==> src/rtl/quaternion_to_rotation_matrix_defines.svh <==
// Assertion macros shared by the quaternion-to-matrix RTL.
// Included by the modules that carry concurrent checks; no other dependencies.
`ifndef QUATERNION_TO_ROTATION_MATRIX_DEFINES_SVH
`define QUATERNION_TO_ROTATION_MATRIX_DEFINES_SVH

`ifndef NO_ASSERTIONS

// Same-cycle implication, held off during reset
`define QRM_ASSERT_IMPL(lbl, ck, rn, ante, cons) \
  lbl: assert property (@(posedge ck) disable iff (!rn) (ante) |-> (cons)) \
    else $error("qrm check failed");

// Next-cycle implication, held off during reset
`define QRM_ASSERT_NEXT(lbl, ck, rn, ante, cons) \
  lbl: assert property (@(posedge ck) disable iff (!rn) (ante) |=> (cons)) \
    else $error("qrm check failed");

`else

`define QRM_ASSERT_IMPL(lbl, ck, rn, ante, cons)
`define QRM_ASSERT_NEXT(lbl, ck, rn, ante, cons)

`endif

`endif

==> src/rtl/qrm_pkg.sv <==
// Types, constants and helper functions for the quaternion-to-matrix pipeline.
// No dependencies; imported by every module of the block.
package qrm_pkg;

  localparam int FW = 16;          // field width, Q2.14
  localparam int PW = 2 * FW;      // signed product width
  localparam int NP = 10;          // products formed per item
  localparam int NT = 9;           // product terms divided by the norm
  localparam int NW = 2 * FW + 1;  // squared norm width
  localparam int RW = 2 * FW;      // divider remainder width (rem < norm)
  localparam int QW = FW;          // quotient magnitude width, up to 32768
  localparam int SW = FW + 3;      // width of a combined matrix entry

  localparam logic signed [SW-1:0] Q_ONE = SW'(16384);
  localparam logic signed [SW-1:0] SAT_HI = SW'(32767);
  localparam logic signed [SW-1:0] SAT_LO = -SW'(32768);
  localparam logic [QW-1:0] HALF_SCALE = QW'(16384);

  // product slots
  localparam int PXX = 0;
  localparam int PYY = 1;
  localparam int PZZ = 2;
  localparam int PWW = 3;

  // divider lanes: three squares, then six cross terms
  localparam int TXX = 0;
  localparam int TYY = 1;
  localparam int TZZ = 2;
  localparam int TXY = 3;
  localparam int TXZ = 4;
  localparam int TYZ = 5;
  localparam int TWX = 6;
  localparam int TWY = 7;
  localparam int TWZ = 8;

  typedef struct packed {
    logic signed [FW-1:0] quat_x;
    logic signed [FW-1:0] quat_y;
    logic signed [FW-1:0] quat_z;
    logic signed [FW-1:0] quat_w;
    logic signed [FW-1:0] shift_x;
    logic signed [FW-1:0] shift_y;
  } qrm_in_t;

  typedef struct packed {
    logic signed [FW-1:0] rot_00;
    logic signed [FW-1:0] rot_01;
    logic signed [FW-1:0] rot_02;
    logic signed [FW-1:0] rot_10;
    logic signed [FW-1:0] rot_11;
    logic signed [FW-1:0] rot_12;
    logic signed [FW-1:0] rot_20;
    logic signed [FW-1:0] rot_21;
    logic signed [FW-1:0] rot_22;
    logic signed [FW-1:0] trans_x;
    logic signed [FW-1:0] trans_y;
  } qrm_out_t;

  // registered products, first stage
  typedef struct packed {
    logic [NP-1:0][PW-1:0] prod;
    logic [FW-1:0]         tx;
    logic [FW-1:0]         ty;
  } qrm_prod_t;

  // one divider lane: partial remainder, quotient bits so far, sign of term
  typedef struct packed {
    logic [RW-1:0] rem;
    logic [QW-1:0] quo;
    logic          neg;
  } qrm_lane_t;

  // payload that travels through the divider stages
  typedef struct packed {
    qrm_lane_t [NT-1:0] lane;
    logic [NW-1:0]      norm;
    logic               zero;
    logic [FW-1:0]      tx;
    logic [FW-1:0]      ty;
  } qrm_div_t;

  // Map a divider lane to its product slot (ww is skipped)
  function automatic int qrm_lane_prod(input int lane);
    return (lane < PWW) ? lane : lane + 1;
  endfunction

  // One restoring-division step on every lane. The first step compares the
  // undoubled remainder so that a quotient of exactly 2^15 comes out right.
  function automatic qrm_div_t qrm_div_step(input qrm_div_t d, input logic first);
    qrm_div_t      r;
    logic [RW:0]   t;
    logic          take;
    r = d;
    for (int i = 0; i < NT; i++) begin
      t    = first ? {1'b0, d.lane[i].rem} : {d.lane[i].rem, 1'b0};
      take = (t >= d.norm);
      r.lane[i].quo = {d.lane[i].quo[QW-2:0], take};
      r.lane[i].rem = take ? RW'(t - d.norm) : t[RW-1:0];
    end
    return r;
  endfunction

  // Signed term from a lane; a zero norm forces every term to zero
  function automatic logic signed [SW-1:0] qrm_term(input qrm_lane_t l, input logic zero);
    logic signed [SW-1:0] mag;
    mag = $signed({{(SW-QW){1'b0}}, l.quo});
    if (zero) begin
      return '0;
    end
    return l.neg ? -mag : mag;
  endfunction

  // Clamp a combined entry to the 16-bit signed range
  function automatic logic [FW-1:0] qrm_sat(input logic signed [SW-1:0] v);
    if (v > SAT_HI) begin
      return SAT_HI[FW-1:0];
    end
    if (v < SAT_LO) begin
      return SAT_LO[FW-1:0];
    end
    return v[FW-1:0];
  endfunction

endpackage

==> src/rtl/qrm_combine.sv <==
// Back end: signs the quotients, assembles the nine matrix entries with
// saturation and holds them in the output register. Uses qrm_pkg and macros.
`include "quaternion_to_rotation_matrix_defines.svh"
module qrm_combine (
  input  logic              clk,
  input  logic              rst_n,
  input  logic              in_valid,
  output logic              in_ready,
  input  qrm_pkg::qrm_div_t in_data,
  output logic              out_valid,
  input  logic              out_ready,
  output qrm_pkg::qrm_out_t out_data
);
  import qrm_pkg::*;

  logic                 out_valid_r;
  qrm_out_t             out_data_r, out_data_nxt;
  logic signed [SW-1:0] t [NT];

  assign in_ready = !out_valid_r || out_ready;

  // signed terms
  for (genvar i = 0; i < NT; i++) begin : g_term
    assign t[i] = qrm_term(in_data.lane[i], in_data.zero);
  end

  // matrix assembly
  always_comb begin
    out_data_nxt.rot_00  = qrm_sat(Q_ONE - (t[TYY] + t[TZZ]));
    out_data_nxt.rot_01  = qrm_sat(t[TXY] - t[TWZ]);
    out_data_nxt.rot_02  = qrm_sat(t[TXZ] + t[TWY]);
    out_data_nxt.rot_10  = qrm_sat(t[TXY] + t[TWZ]);
    out_data_nxt.rot_11  = qrm_sat(Q_ONE - (t[TXX] + t[TZZ]));
    out_data_nxt.rot_12  = qrm_sat(t[TYZ] - t[TWX]);
    out_data_nxt.rot_20  = qrm_sat(t[TXZ] - t[TWY]);
    out_data_nxt.rot_21  = qrm_sat(t[TYZ] + t[TWX]);
    out_data_nxt.rot_22  = qrm_sat(Q_ONE - (t[TXX] + t[TYY]));
    out_data_nxt.trans_x = in_data.tx;
    out_data_nxt.trans_y = in_data.ty;
  end

  always_ff @(posedge clk) begin
    if (!rst_n) begin
      out_valid_r <= 1'b0;
    end else if (in_ready) begin
      out_valid_r <= in_valid;
    end
  end

  always_ff @(posedge clk) begin
    if (in_ready && in_valid) begin
      out_data_r <= out_data_nxt;
    end
  end

  assign out_valid = out_valid_r;
  assign out_data  = out_data_r;

  // a cross term never exceeds half scale, since |ab| <= n/2
  `QRM_ASSERT_IMPL(a_cross_bound, clk, rst_n, in_valid && !in_data.zero, in_data.lane[TXY].quo <= HALF_SCALE && in_data.lane[TWZ].quo <= HALF_SCALE)
  // the three squared terms together stay within twice the one-constant
  `QRM_ASSERT_IMPL(a_diag_bound, clk, rst_n, in_valid && !in_data.zero, (QW+2)'(in_data.lane[TXX].quo) + (QW+2)'(in_data.lane[TYY].quo) + (QW+2)'(in_data.lane[TZZ].quo) <= (QW+2)'(32768))
  // a zero quaternion comes out as the identity
  `QRM_ASSERT_NEXT(a_zero_identity, clk, rst_n, in_valid && in_ready && in_data.zero, out_data.rot_00 == Q_ONE[FW-1:0] && out_data.rot_01 == '0 && out_data.rot_22 == Q_ONE[FW-1:0])

endmodule

==> config.mk <==
export PLATFORM = sky130hd
export DESIGN_NAME = qrm_combine
export DESIGN_NICKNAME = d
export VERILOG_FILES = /design/src/rtl/qrm_pkg.sv /design/src/rtl/qrm_combine.sv
export VERILOG_INCLUDE_DIRS = /design/src /design/src/rtl
export SDC_FILE = /design/constraint.sdc
export NUM_CORES = 1
export LEC_CHECK = 0
export BUFFER_PORTS_ARGS = -buffer_cell sky130_fd_sc_hd__buf_2
export CAP_MARGIN = 20
export CELL_PAD_IN_SITES_DETAIL_PLACEMENT = 1
export CELL_PAD_IN_SITES_GLOBAL_PLACEMENT = 2
export CORE_AREA = 2 2 265 267
export CTS_CLUSTER_SIZE = 16
export DETAILED_ROUTE_END_ITERATION = 8
export DIE_AREA = 0 0 267 269
export PLACE_DENSITY = 0.76
export RECOVER_POWER = 25
export SKIP_LAST_GASP = 1
export SLEW_MARGIN = 20
export SYNTH_ARGS = -nofsm -noshare
export SYNTH_HDL_FRONTEND = slang
export SYNTH_SLANG_ARGS = --single-unit
==> constraint.sdc <==
create_clock -name clk -period 10.9 [get_ports clk]
set_input_delay 2.18 -clock clk [delete_from_list [all_inputs] [get_ports clk]]
set_output_delay 2.18 -clock clk [all_outputs]
set_load 0.05 [all_outputs]
==> flow_metrics.py <==
metrics = {
    "sta": {
        "fin_setup_tns_ps": 0,
        "finalMaxSlewViolations": 46,
        "final-hold-violation-count": 0,
        "period_minus_slack_ps": 7549,
        "max_freq_mhz": 132.5,
        "finalCritPeriodShare_pct": 69.26,
        "clock_skew_ps": 24.28,
        "worstMarginPinSlew_ps": 2898,
        "finalSetupViolCount": 0,
        "rsz0062_at_grt": "false",
        "setup_slack_ps": 3351,
        "maxSlewHeadroom_pct": -93.33,
    },
    "setup_path": {
        "cpMaxStageDelayCell": "o32ai_2",
        "worstPathCellList": "buf_2 -> or4_1 -> or4_1 -> or2_2 -> or4_1 -> nand2_1 -> xnor2_1 -> nand2b_1 -> ha_1 -> ha_1 -> a21o_1 -> a31oi_1 -> nor2b_1 -> a311o_1 -> xor2_1 -> o32ai_2 -> o21ai_0",
        "r2r_start": "out_valid",
        "crit_family": "simple AND/OR/NAND/NOR gates",
        "r2r_cells": 3,
        "cpPeakStageDelay_ps": 880,
        "startpoint_type": "input port",
        "rrSetupSlack_ps": 6660,
        "cpMostUsedCell": "or4_1",
        "crit_fanout": 15,
        "worstSetupPathType": "input port to register",
        "cp_num_cells": 17,
        "cp-end-kind": "register",
        "r2r-end": "out_data[91]",
        "critPathRequiredTime_ps": 11030,
        "cp.buffers_inverters": 1,
        "cp.arrival_ps": 7680,
    },
    "clock_network": {
        "cts_hold_buffers": 0,
        "cts-resized-gates": 0,
        "cts_tree": "built",
        "cts.sinks": 177,
        "cts-htree-levels": 4,
        "numCtsBuffers": 17,
        "cts_buffer_depth": 2,
        "clk_root_buffer_cell": "clkbuf_16",
        "clk_latency_ps": 500,
        "clk_pin_slew_worst_paths_ps": 80,
        "cts_setup_buffers": 0,
    },
    "power": {
        "vdd_drop_max_mv": 0.1532,
        "p_leak_nw": 9.549,
        "totalPowerFinal_w": 0.003916,
        "powerDensity_nw_per_um2": 172.3,
    },
    "place": {
        "io_buffers": 367,
        "place_ws_ps": 2746,
        "dp.final_hpwl_um": 59940,
        "gp_congestion": 0.9175,
    },
    "global_route": {
        "track_usage_pct": 19.41,
        "gr-total-overflow": 0,
        "grt_pass1_vias": 18608,
        "antenna_found_initial": 12,
        "grt_pass1_wl_um": 108100,
        "grt_max_degree": 70,
    },
    "detailed_routing": {
        "drtAntennaViolNets": 0,
        "drcViolationCount": 0,
        "drt_iter0_drc": 966,
        "firstDrtPassIters": 4,
        "viasPerCell": 5.118,
        "routedWlPerCell_um": 20.14,
        "dr_total_vias": 18158,
        "routed_wl_um": 71440,
    },
    "logic_synthesis": {
        "ys_seq_elements": 177,
        "synth.most_common_cell": "nor2_1",
        "synth_edf_count": 176,
        "synthCells": 2288,
        "avgSynthCellArea_sq_um": 8.485,
        "synthArstFlopShare_pct": 0,
        "synthFlopType": "edfxtp_1",
        "synthMuxAreaShare_pct": 1.018,
        "syn_area_sq_um": 19410,
        "synth.distinct_cells": 94,
        "yosys.area.top_type": "edfxtp_1",
        "synth-seq-area-share_pct": 27.33,
        "syn_nets": 3018,
        "synthAdderAreaFrac_pct": 14.46,
        "ys_top_cells_by_count": "nor2_1 (241), ha_1 (210), inv_1 (180)",
        "post-synth-top-area-fraction_pct": 27.22,
        "synth_top_family_by_area": "compound AO/OA/AOI/OAI gates",
        "yosysWarningCount": 0,
        "synthSimpleGateAreaFrac_pct": 18.32,
        "synth_compound_area_share_pct": 21.44,
        "synth_area_leaders": "edfxtp_1 (27%), ha_1 (14%), xor2_1 (6.3%)",
        "synth-xor-area-share_pct": 11.87,
    },
    "floorplan": {
        "core_area_sq_um": 69300,
        "die_h_um": 269,
        "dieArea_sq_um": 71820,
        "start_util_pct": 28.01,
        "ios": 689,
        "fp.dieW_um": 267,
        "rows": 97,
    },
    "job": {
        "max_cap_viol_count": 1,
    },
    "layout": {
        "layout.nets": 3324,
        "syn_to_final_growth_pct": 17.05,
        "drive_gt1_share_pct": 16.42,
    },
    "min_path": {
        "min_from": "out_valid",
        "min_delay_path_depth": 2,
        "hold_class": "register to register",
        "hold_end": "out_valid",
    },
    "outcome": {
        "status": "complete, but fails checks",
        "violations": "capacitance limit, slew limit",
    },
}
power breakdown:
part	switching, W	total [W]	internal [W]	leakage (nW)
logic	0.00155	0.00221	0.000655	7.55
clock network	0.000334	0.000689	0.000355	0.311
registers	0.0000516	0.00102	0.000967	1.69
total	0.00194	0.00392	0.00198	9.55
metal layers:
layer | track usage, % | vias to the layer above | routed length [um]
met1 | 25.10 | 8857 | 33150
li1 | - | 8848 | -
met5 | 0 | - | 48
met3 | 3.187 | 64 | 3033
met4 | 6.635 | 8 | 2088
met2 | 32.77 | 381 | 33120
flip-flops by register name (all words and copies together), names as in the netlist:
register / count
out_valid: 1
out_data: 176
placed cells by master, fill, tap and decap left out, drive strengths merged, types with 9 or more instances in the layout:
cell type / count
ha: 210
o22ai: 34
xor2: 139
o41ai: 17
or2: 39
nor2: 243
o21a: 39
a221oi: 18
clkbuf: 77
nor2b: 37
a21oi: 126
a31oi: 19
nand4: 11
inv: 187
buf: 321
a21o: 44
mux2i: 15
nand2: 121
nand2b: 70
o21bai: 15
nor4: 16
or3: 31
or4: 23
edfxtp: 176
fa: 9
nor3: 45
xnor2: 124
a211oi: 16
nand3: 34
o31ai: 57
o211ai: 16
o21ai: 154
how the worst max path moves through the flow:
stage            startpoint  slack [ps]            end
5_1_grt        in_data[118]        3000  out_data[163]
3_3_place_gp   in_data[118]        2760  out_data[164]
2_1_floorplan     out_ready        3620    out_data[0]
4_1_cts        in_data[118]        3260  out_data[163]
3_5_place_dp   in_data[118]        2750  out_data[163]
6_report       in_data[118]        3350  out_data[163]
through the flow:
step | cells | utilization (%) | hold WS (ps) | cell area (sq um)
after global placement | 3514 | 31.93 | 824.3 | 22130
after floorplan | 2288 | - | 1146 | 19410
after CTS | 3546 | 32.87 | 831.7 | 22780
after global routing | 3547 | 32.79 | 801.5 | 22720
after detailed placement | 3514 | 31.94 | 820.9 | 22140
final | 3548 | 32.79 | 773.6 | 22720
area by class of cell:
type,instances,area [sq um]
Fill cell,8341,46580
Tap cell,940,1176
Timing Repair Buffer,380,1863
Clock inverter,14,212.7
Clock buffer,18,429.2
Sequential cell,177,5305
Multi-Input combinational cell,1836,13050
Antenna cell,1,2.502
Inverter,182,683.2
worst register-to-register path: stages (launching register included):
cell and delay [ps]:
dfxtp_1 310, nand2b_1 280, and2_0 2160, buf_4 990
cells by family after synthesis:
kind of cell | Yosys count
multiplexers | 17
flip-flops | 177
buffers and inverters | 275
adder cells (fa/ha/maj) | 219
AND/OR/NAND/NOR | 710
AO/OA/AOI/OAI | 627
XOR/XNOR | 263
(Power assumes the default switching activity.)
